`src/rtl/ppmcrsf_pkg.sv`:
```
// Package with the shared types, constants and functions of the PPM to CRSF frame encoder.
`default_nettype none

package ppmcrsf_pkg;

  // Number of PPM channel slots that are measured and stored.
  localparam int PPM_CHANNELS = 8;
  localparam int SLOT_W       = (PPM_CHANNELS > 1) ? $clog2(PPM_CHANNELS) : 1;
  localparam int SLOT_CNT_W   = $clog2(PPM_CHANNELS + 1);

  localparam int CRSF_CHANNELS = 16;
  localparam int CH_IDX_W      = $clog2(CRSF_CHANNELS);
  localparam int CH_BITS       = 11;
  localparam int WIDTH_W       = 12;
  localparam int PROD_W        = 23;

  // Configuration register indexes.
  localparam logic [1:0] CFG_SYNC_BYTE  = 2'd0;
  localparam logic [1:0] CFG_SYNC_GAP   = 2'd1;
  localparam logic [1:0] CFG_TIMEOUT    = 2'd2;

  // Reset values of the configuration registers and the slots.
  localparam logic [7:0]         SYNC_BYTE_RST = 8'd200;
  localparam logic [15:0]        SYNC_GAP_RST  = 16'd3000;
  localparam logic [31:0]        TIMEOUT_RST   = 32'd500000;
  localparam logic [WIDTH_W-1:0] WIDTH_RST     = 12'd1500;
  localparam logic [WIDTH_W-1:0] WIDTH_MAX     = 12'd4095;

  // Frame constants.
  localparam logic [7:0] FRAME_LEN_BYTE = 8'd24;
  localparam logic [7:0] FRAME_TYPE     = 8'h16;
  localparam logic [7:0] CRC_POLY       = 8'hD5;

  // Channel mapping constants.
  localparam logic [WIDTH_W-1:0] MAP_OFFSET = 12'd988;
  localparam logic [10:0]        MAP_SCALE  = 11'd1639;
  localparam logic [10:0]        CH_MIN     = 11'd172;
  localparam logic [10:0]        CH_MAX     = 11'd1811;
  localparam logic [10:0]        CH_IDLE    = 11'd992;

  typedef enum logic [2:0] {
    ST_IDLE,
    ST_HDR,
    ST_MUL,
    ST_ADD,
    ST_DRAIN,
    ST_CRC
  } state_e;

  // One byte of CRC-8, MSB first, eight shift steps.
  function automatic logic [7:0] crc_step(input logic [7:0] crc, input logic [7:0] b);
    logic [7:0] c;
    c = crc ^ b;
    for (int k = 0; k < 8; k++) begin
      if (c[7]) begin
        c = {c[6:0], 1'b0} ^ CRC_POLY;
      end else begin
        c = {c[6:0], 1'b0};
      end
    end
    return c;
  endfunction

endpackage

`default_nettype wire

```
`src/rtl/ppmcrsf_if.sv`:
```
// Valid/ready channel interfaces for events, frame bytes and configuration writes.
`default_nettype none

interface ppmcrsf_in_if;
  logic        valid;
  logic        ready;
  logic        operation;
  logic [31:0] time_us;
  modport source (output valid, operation, time_us, input ready);
  modport sink   (input valid, operation, time_us, output ready);
endinterface

interface ppmcrsf_out_if;
  logic       valid;
  logic       ready;
  logic [7:0] frame_byte;
  logic       last_byte;
  modport source (output valid, frame_byte, last_byte, input ready);
  modport sink   (input valid, frame_byte, last_byte, output ready);
endinterface

interface ppmcrsf_cfg_if;
  logic        valid;
  logic        ready;
  logic [1:0]  index;
  logic [31:0] data;
  modport source (output valid, index, data, input ready);
  modport sink   (input valid, index, data, output ready);
endinterface

`default_nettype wire

```
`src/rtl/ppmcrsf_map.sv`:
```
// Channel mapping unit: registered width multiply, then offset add and clamp.
`default_nettype none

module ppmcrsf_map (
  input  logic                        clk_i,
  input  logic                        rst_ni,
  input  logic                        load_i,
  input  logic [ppmcrsf_pkg::WIDTH_W-1:0] width_i,
  input  logic                        is_ppm_i,
  output logic [ppmcrsf_pkg::CH_BITS-1:0] value_o
);
  import ppmcrsf_pkg::*;

  logic [PROD_W-1:0]  prod_d, prod_q;
  logic               short_d, short_q;
  logic               ppm_q;
  logic [WIDTH_W-1:0] diff;
  logic [13:0]        sum;

  assign short_d = (width_i <= MAP_OFFSET);
  assign diff    = width_i - MAP_OFFSET;
  assign prod_d  = PROD_W'(diff) * PROD_W'(MAP_SCALE);

  always_ff @(posedge clk_i or negedge rst_ni) begin
    if (!rst_ni) begin
      ppm_q   <= 1'b0;
      short_q <= 1'b1;
    end else if (load_i) begin
      ppm_q   <= is_ppm_i;
      short_q <= short_d;
    end
  end

  always_ff @(posedge clk_i) begin
    if (load_i) begin
      prod_q <= prod_d;
    end
  end

  // The scaled value is the product divided by 1024, plus the low end of the range.
  assign sum = 14'(prod_q[PROD_W-1:10]) + 14'(CH_MIN);

  always_comb begin
    if (!ppm_q) begin
      value_o = CH_IDLE;
    end else if (short_q) begin
      value_o = CH_MIN;
    end else if (sum > 14'(CH_MAX)) begin
      value_o = CH_MAX;
    end else begin
      value_o = sum[CH_BITS-1:0];
    end
  end

endmodule

`default_nettype wire

```
`src/rtl/ppm_to_crsf_frame_encoder_top.sv`:
```
// Top level of the PPM to CRSF frame encoder: edge timing, channel slots and frame sequencer.
//
//   Channel  Direction  Beat carries
//   in_i     sink       operation (edge or send), time_us
//   cfg_i    sink       index, data (sync byte, sync gap, signal timeout)
//   out_o    source     frame_byte, last_byte
//
// An edge beat is absorbed in the cycle it is accepted, and the block stays ready for
// the next beat. A send beat whose last edge is stale is dropped without a frame. A fresh
// send runs the frame sequencer: three header bytes, then for each of the 16 channels
// a multiply step, a pack step, a drain step per byte that leaves the bit buffer and a
// turn step, then the CRC byte. The shared mapping multiplier and the one-byte output
// register set the pace of this sequence; out_o stalls hold it at a header, data or
// CRC byte. Reset puts every slot at 1500 us and the registers at their defaults.
`default_nettype none

module ppm_to_crsf_frame_encoder_top (
  input  logic  clk_i,
  input  logic  rst_ni,
  ppmcrsf_in_if.sink    in_i,
  ppmcrsf_cfg_if.sink   cfg_i,
  ppmcrsf_out_if.source out_o
);
  import ppmcrsf_pkg::*;

  // Configuration registers.
  logic [7:0]  sync_byte_q;
  logic [15:0] sync_gap_q;
  logic [31:0] timeout_q;

  // Edge timing state.
  logic [WIDTH_W-1:0]    width_q [PPM_CHANNELS];
  logic [SLOT_CNT_W-1:0] slot_q;
  logic [31:0]           last_edge_q;

  // Sequencer state.
  state_e              state_q, state_d;
  logic [1:0]          hdr_q, hdr_d;
  logic [CH_IDX_W-1:0] ch_q, ch_d;
  logic [17:0]         acc_q, acc_d;
  logic [4:0]          cnt_q, cnt_d;
  logic [7:0]          crc_q, crc_d;

  // Output register.
  logic       out_valid_q;
  logic [7:0] out_byte_q;
  logic       out_last_q;

  logic        in_fire, edge_fire, send_fire, fresh;
  logic [31:0] diff;
  logic        can_push, push;
  logic [7:0]  push_byte;
  logic        push_last;
  logic        map_load, ch_is_ppm;
  logic [CH_BITS-1:0] map_value;
  logic        cnt_has_byte, ch_last;

  assign in_i.ready  = (state_q == ST_IDLE);
  assign cfg_i.ready = 1'b1;
  assign in_fire     = in_i.valid && in_i.ready;
  assign edge_fire   = in_fire && !in_i.operation;
  assign send_fire   = in_fire && in_i.operation;

  // One subtractor serves both the edge gap and the signal age.
  assign diff  = in_i.time_us - last_edge_q;
  assign fresh = (diff < timeout_q);

  assign can_push     = !out_valid_q || out_o.ready;
  assign cnt_has_byte = (cnt_q >= 5'd8);
  assign ch_last      = (ch_q == CH_IDX_W'(CRSF_CHANNELS - 1));
  assign ch_is_ppm    = (int'(ch_q) < PPM_CHANNELS);

  ppmcrsf_map u_map (
    .clk_i    (clk_i),
    .rst_ni   (rst_ni),
    .load_i   (map_load),
    .width_i  (width_q[ch_q[SLOT_W-1:0]]),
    .is_ppm_i (ch_is_ppm),
    .value_o  (map_value)
  );

  // Next state.
  always_comb begin
    state_d = state_q;
    case (state_q)
      ST_IDLE: begin
        if (send_fire && fresh) begin
          state_d = ST_HDR;
        end
      end
      ST_HDR: begin
        if (can_push && hdr_q == 2'd2) begin
          state_d = ST_MUL;
        end
      end
      ST_MUL:   state_d = ST_ADD;
      ST_ADD:   state_d = ST_DRAIN;
      ST_DRAIN: begin
        if (!cnt_has_byte) begin
          state_d = ch_last ? ST_CRC : ST_MUL;
        end
      end
      ST_CRC: begin
        if (can_push) begin
          state_d = ST_IDLE;
        end
      end
      default: state_d = ST_IDLE;
    endcase
  end

  // Sequencer outputs and datapath.
  always_comb begin
    hdr_d     = hdr_q;
    ch_d      = ch_q;
    acc_d     = acc_q;
    cnt_d     = cnt_q;
    crc_d     = crc_q;
    push      = 1'b0;
    push_byte = acc_q[7:0];
    push_last = 1'b0;
    map_load  = 1'b0;
    case (state_q)
      ST_IDLE: begin
        hdr_d = 2'd0;
        ch_d  = '0;
        acc_d = '0;
        cnt_d = '0;
        crc_d = '0;
      end
      ST_HDR: begin
        push = can_push;
        case (hdr_q)
          2'd0:    push_byte = sync_byte_q;
          2'd1:    push_byte = FRAME_LEN_BYTE;
          default: push_byte = FRAME_TYPE;
        endcase
        if (can_push) begin
          hdr_d = hdr_q + 2'd1;
          if (hdr_q == 2'd2) begin
            crc_d = crc_step(crc_q, FRAME_TYPE);
          end
        end
      end
      ST_MUL: map_load = 1'b1;
      ST_ADD: begin
        acc_d = acc_q | (18'(map_value) << cnt_q);
        cnt_d = cnt_q + 5'(CH_BITS);
      end
      ST_DRAIN: begin
        if (cnt_has_byte) begin
          push = can_push;
          if (can_push) begin
            acc_d = acc_q >> 8;
            cnt_d = cnt_q - 5'd8;
            crc_d = crc_step(crc_q, acc_q[7:0]);
          end
        end else if (!ch_last) begin
          ch_d = ch_q + CH_IDX_W'(1);
        end
      end
      ST_CRC: begin
        push      = can_push;
        push_byte = crc_q;
        push_last = 1'b1;
      end
      default: ;
    endcase
  end

  always_ff @(posedge clk_i or negedge rst_ni) begin
    if (!rst_ni) begin
      state_q     <= ST_IDLE;
      hdr_q       <= 2'd0;
      ch_q        <= '0;
      cnt_q       <= '0;
      out_valid_q <= 1'b0;
    end else begin
      state_q <= state_d;
      hdr_q   <= hdr_d;
      ch_q    <= ch_d;
      cnt_q   <= cnt_d;
      if (push) begin
        out_valid_q <= 1'b1;
      end else if (out_o.ready) begin
        out_valid_q <= 1'b0;
      end
    end
  end

  always_ff @(posedge clk_i) begin
    acc_q <= acc_d;
    crc_q <= crc_d;
    if (push) begin
      out_byte_q <= push_byte;
      out_last_q <= push_last;
    end
  end

  // Configuration writes; indexes past the list are dropped.
  always_ff @(posedge clk_i or negedge rst_ni) begin
    if (!rst_ni) begin
      sync_byte_q <= SYNC_BYTE_RST;
      sync_gap_q  <= SYNC_GAP_RST;
      timeout_q   <= TIMEOUT_RST;
    end else if (cfg_i.valid) begin
      case (cfg_i.index)
        CFG_SYNC_BYTE: sync_byte_q <= cfg_i.data[7:0];
        CFG_SYNC_GAP:  sync_gap_q  <= cfg_i.data[15:0];
        CFG_TIMEOUT:   timeout_q   <= cfg_i.data;
        default: ;
      endcase
    end
  end

  // Edge handling: a long gap restarts at slot zero, a short one fills the next slot
  // with the gap saturated to twelve bits, and once all slots are full it is ignored.
  always_ff @(posedge clk_i or negedge rst_ni) begin
    if (!rst_ni) begin
      slot_q      <= '0;
      last_edge_q <= '0;
      for (int i = 0; i < PPM_CHANNELS; i++) begin
        width_q[i] <= WIDTH_RST;
      end
    end else if (edge_fire) begin
      last_edge_q <= in_i.time_us;
      if (diff > 32'(sync_gap_q)) begin
        slot_q <= '0;
      end else if (int'(slot_q) < PPM_CHANNELS) begin
        width_q[slot_q[SLOT_W-1:0]] <= (diff > 32'(WIDTH_MAX)) ? WIDTH_MAX
                                                               : diff[WIDTH_W-1:0];
        slot_q <= slot_q + SLOT_CNT_W'(1);
      end
    end
  end

  assign out_o.valid      = out_valid_q;
  assign out_o.frame_byte = out_byte_q;
  assign out_o.last_byte  = out_last_q;

endmodule

`default_nettype wire
```
`src/flat_wrapper.sv`:
```
// flat-port wrapper written by rule: the top's interface ports become plain ports
module ppm_to_crsf_frame_encoder_top_flat import ppmcrsf_pkg::*;
  (clk_i, rst_ni, in_i_valid, in_i_operation, in_i_time_us, in_i_ready, cfg_i_valid, cfg_i_index, cfg_i_data, cfg_i_ready, out_o_valid, out_o_frame_byte, out_o_last_byte, out_o_ready);
  ppmcrsf_in_if in_i_i ();
  ppmcrsf_cfg_if cfg_i_i ();
  ppmcrsf_out_if out_o_i ();
  input  logic clk_i;
  input  logic rst_ni;
  input wire logic [$bits(in_i_i.valid)-1:0] in_i_valid;
  input wire logic [$bits(in_i_i.operation)-1:0] in_i_operation;
  input wire logic [$bits(in_i_i.time_us)-1:0] in_i_time_us;
  output wire logic [$bits(in_i_i.ready)-1:0] in_i_ready;
  input wire logic [$bits(cfg_i_i.valid)-1:0] cfg_i_valid;
  input wire logic [$bits(cfg_i_i.index)-1:0] cfg_i_index;
  input wire logic [$bits(cfg_i_i.data)-1:0] cfg_i_data;
  output wire logic [$bits(cfg_i_i.ready)-1:0] cfg_i_ready;
  output wire logic [$bits(out_o_i.valid)-1:0] out_o_valid;
  output wire logic [$bits(out_o_i.frame_byte)-1:0] out_o_frame_byte;
  output wire logic [$bits(out_o_i.last_byte)-1:0] out_o_last_byte;
  input wire logic [$bits(out_o_i.ready)-1:0] out_o_ready;
  assign in_i_i.valid = in_i_valid;
  assign in_i_i.operation = in_i_operation;
  assign in_i_i.time_us = in_i_time_us;
  assign in_i_ready = in_i_i.ready;
  assign cfg_i_i.valid = cfg_i_valid;
  assign cfg_i_i.index = cfg_i_index;
  assign cfg_i_i.data = cfg_i_data;
  assign cfg_i_ready = cfg_i_i.ready;
  assign out_o_valid = out_o_i.valid;
  assign out_o_frame_byte = out_o_i.frame_byte;
  assign out_o_last_byte = out_o_i.last_byte;
  assign out_o_i.ready = out_o_ready;
  ppm_to_crsf_frame_encoder_top u_core (.clk_i(clk_i), .rst_ni(rst_ni), .in_i(in_i_i), .cfg_i(cfg_i_i), .out_o(out_o_i));
endmodule
```
`config.mk`:
```
export PLATFORM = sky130hd
export DESIGN_NAME = ppm_to_crsf_frame_encoder_top_flat
export DESIGN_NICKNAME = d
export VERILOG_FILES = /design/src/rtl/ppmcrsf_pkg.sv /design/src/rtl/ppmcrsf_if.sv /design/src/rtl/ppmcrsf_map.sv /design/src/rtl/ppm_to_crsf_frame_encoder_top.sv /design/src/flat_wrapper.sv
export SDC_FILE = /design/constraint.sdc
export NUM_CORES = 1
export LEC_CHECK = 0
export BUFFER_PORTS_ARGS = -buffer_cell sky130_fd_sc_hd__buf_2
export CORE_ASPECT_RATIO = 1.5
export CORE_MARGIN = 2
export CORE_UTILIZATION = 55
export CTS_CLUSTER_DIAMETER = 60
export DETAILED_ROUTE_END_ITERATION = 6
export PLACE_DENSITY_LB_ADDON = 0.3
export SLEW_MARGIN = 20
export SYNTH_ARGS = -nofsm -noshare
export SYNTH_HDL_FRONTEND = slang
export SYNTH_SLANG_ARGS = --single-unit
```
`constraint.sdc`:
```
create_clock -name clk_i -period 16.4 [get_ports clk_i]
set_clock_uncertainty 0.15 [all_clocks]
set_input_delay 1.64 -clock clk_i [delete_from_list [all_inputs] [get_ports clk_i]]
set_output_delay 1.64 -clock clk_i [all_outputs]
set_load 0.005 [all_outputs]
```
==> flow_summary.yaml <==
synthesis:
  yosysTopAreaCellShare: 0.1745
  synthTopCellsByArea: "dfrtp_1, ha_1, dfstp_2"
  ys.flop_type: "dfrtp_1"
  synth_fa_ha_area_frac: 0.1486
  ys_top_cells_by_count: "inv_1, ha_1, dfrtp_1, mux2i_1, nand2_1"
  synth-compound-area-share: 0.1353
  seq_area_frac_synth: 0.3547
  synthXorXnorAreaFrac: 0.04522
  synth-edff-count: 48
  synth_cells: 1904
  yosys_warnings: 0
  synth-seq-cells: 253
  yosys.area_share.simple: 0.1103
  synth_async_sr_flop_share: 0.8103
  synth_top_cell_by_area: "dfrtp_1"
  synthesis.nets: 2177
  synth_top_family_by_area: "adder cells"
  yosysMostFrequentCell: "inv_1"
  synth_cell_type_count: 91
  syn-cell-area_mm2: 0.01879
  muxShareOfSynthArea: 0.1255
  synth.avg_cell_area_um2: 9.868
floorplanning:
  die_w_um: 154.9
  dieArea_mm2: 0.03569
  initial_utilization: 0.5600
  ios: 84
  die-height_um: 230.4
  core_mm2: 0.03355
  rows: 82
timing:
  setup_tns_ns: 0
  setup_ws_ns: 8.548
  hold_slack_ns: 0.3161
  hold_viol_final: 0
  finalSetupViolations: 0
  post-route-min-period_ns: 7.852
  worst_pin_slew_ns: 1.033
  fmax_ghz: 0.1273
  min_period_over_period: 0.4788
  slew_headroom: 0.3091
  rsz0062_at_grt: "no"
  drv_slew: 0
route:
  drtIter0Drc: 586
  vias_per_cell: 5.842
  wl_mm: 44.52
  ant_nets: 0
  wl_per_cell_um: 18.58
  drc: 0
  drt_pass1_iterations: 7
  vias: 14000
placement:
  gp_congestion: 0.9432
  pre_cts_ws_ns: 8.568
  io_buffers: 82
  hpwl_mm: 33.87
min_path:
  hold_path_startpoint: "u_core.width_q[42]"
  min_path_type: "reg -> reg"
finish:
  synthToLayoutAreaGrowth_pct: 8.484
  nets: 2230
  fillCellCount: 2836
  n_antenna_cell: 0
  drive_gt1_frac: 0.1751
cts:
  numCtsBuffers: 25
  post_cts_buffers: 0
  cts_max_level: 1
  cts-resized-gates: 0
  cts_tree: "yes"
  clkTransAtPathRegs_ns: 0.07
  cts_buffer_depth: 3
  cts_root_buffer: "clkbuf_16"
  clk_latency_ns: 0.55
  ctsHoldBuffers: 0
  numClockSinks: 253
global_routing:
  track_usage: 0.2540
  grt_pass1_vias: 14850
  grt_max_degree: 91
  grt_first_pass_wirelength_mm: 73.15
  antenna_found_initial: 0
  overflow: 0
power:
  powerDensity_mw_per_mm2: 162.5
  vdd_ir_drop_max_mv: 0.1140
  power_leakage_nw: 9.481
setup_path:
  worst-path-max-fanout: 28
  cp-end-kind: "register"
  crit_start: "u_core.ch_q[0]"
  cp_data_arrival_time_ns: 7.98
  slowest_stage: "mux4_2"
  worst_path_most_repeated_cell: "inv_1"
  criticalPathCategory: "reg -> reg"
  start_kind: "register"
  cpPeakStageDelay_ns: 0.57
  required_ns: 16.53
  r2r-start: "u_core.ch_q[0]"
outcome:
  status: "finished, final reports clean"
flow_run:
  drv_cap: 0
## layout by cell type (no fill, tap or decap), types with 21 or more instances in the layout
| cell | Yosys | layout |
|---|---|---|
| inv_1 | 306 | 306 |
| ha_1 | 164 | 164 |
| dfrtp_1 | 131 | 131 |
| mux2i_1 | 113 | 113 |
| nand2_1 | 113 | 113 |
| nor2_1 | 95 | 94 |
| a21oi_1 | 94 | 94 |
| o21ai_0 | 94 | 94 |
| buf_2 | 5 | 81 |
| dfstp_2 | 74 | 74 |
| xnor2_1 | 63 | 63 |
| mux2_2 | 61 | 61 |
| edfxtp_1 | 48 | 48 |
| fa_1 | 37 | 37 |
| xor2_1 | 34 | 34 |
| clkbuf_16 | 0 | 25 |
| mux4_2 | 24 | 24 |
| nor3_1 | 22 | 22 |
| nand3_1 | 21 | 21 |
## per-layer routing
metal	vias to the layer above	wire (um)	global-route usage
li1	6698	-	-
met2	270	23890	0.4899
met3	136	1223	0.02684
met1	6894	16630	0.2623
met4	0	2775	0.1461
met5	-	0	0
## path summary, 6_finish.rpt
path	to	slack (ns)	cells past startpoint
hold reg to reg	u_core.width_q[42]	0.32	2
setup / recovery	u_core.u_map.prod_q[21]	8.55	26
hold / removal	u_core.width_q[42]	0.32	2
max in group asynchronous	u_core.out_o.valid	13.10	3
min in group asynchronous	u_core.last_edge_q[10]	1.01	1
setup reg to reg	u_core.u_map.prod_q[21]	8.55	26
## where the power goes
group          internal (mW)  switching, mW  total [mW]
Combinational          0.722           1.09        1.81
Clock                  0.338          0.253       0.591
Sequential             0.805          0.107       0.912
## per-stage QoR
step	std cells	utilization	instance area [um2]	total power, mW
2_1_floorplan	1904	-	18790	2.250
3_3_place_gp	2350	0.5826	19550	2.668
3_5_place_dp	2350	0.5826	19550	2.706
4_1_cts	2396	0.6074	20380	3.315
5_1_grt	2396	0.6075	20380	3.541
6_report	2396	0.6075	20380	3.312
## cell families after synthesis
| family | Yosys count |
|---|---|
| other | 1 |
| AND/OR/NAND/NOR | 388 |
| flip-flops | 253 |
| AO/OA/AOI/OAI | 386 |
| adder cells (fa/ha/maj) | 201 |
| multiplexers | 198 |
| buffers and inverters | 380 |
| XOR/XNOR | 97 |
## registers in the layout, summed over array words and instances, names as in the netlist
name	flops
u_core.sync_byte_q	8
u_core.out_o.valid	1
u_core.slot_q	4
u_core.acc_q	18
u_core.last_edge_q	32
u_core.u_map.prod_q	13
u_core.u_map.ppm_q	1
u_core.crc_q	8
u_core.out_o.frame_byte	8
u_core.state_q	3
u_core.out_o.last_byte	1
u_core.u_map.short_q	1
u_core.width_q	96
u_core.ch_q	4
u_core.sync_gap_q	16
u_core.cnt_q	5
u_core.timeout_q	32
u_core.hdr_q	2
## layout make-up
cell class	count	area, um2	area share
inverters	309	1160	0.05691
flip-flops and latches	253	6664	0.3269
multi-input cells	1271	10670	0.5235
repair buffers	97	531.8	0.02609
clock inverters	14	158.9	0.007796
well taps	420	525.5	0.02578
clock buffers	32	671.9	0.03297
## worst max-delay path: cells and delay by family, from the launching register on
kind | cells | cell delay, ns
AOI/OAI and AO/OA | 6 | 1.56
xor gates and xnor gates | 2 | 0.51
adders and majority gates | 7 | 2.82
buffers and inverters | 7 | 0.95
DFF | 1 | 0.33
muxes | 2 | 1.06
and+or+nand+nor | 2 | 0.18
No activity file was read; power rests on OpenSTA's default activity.
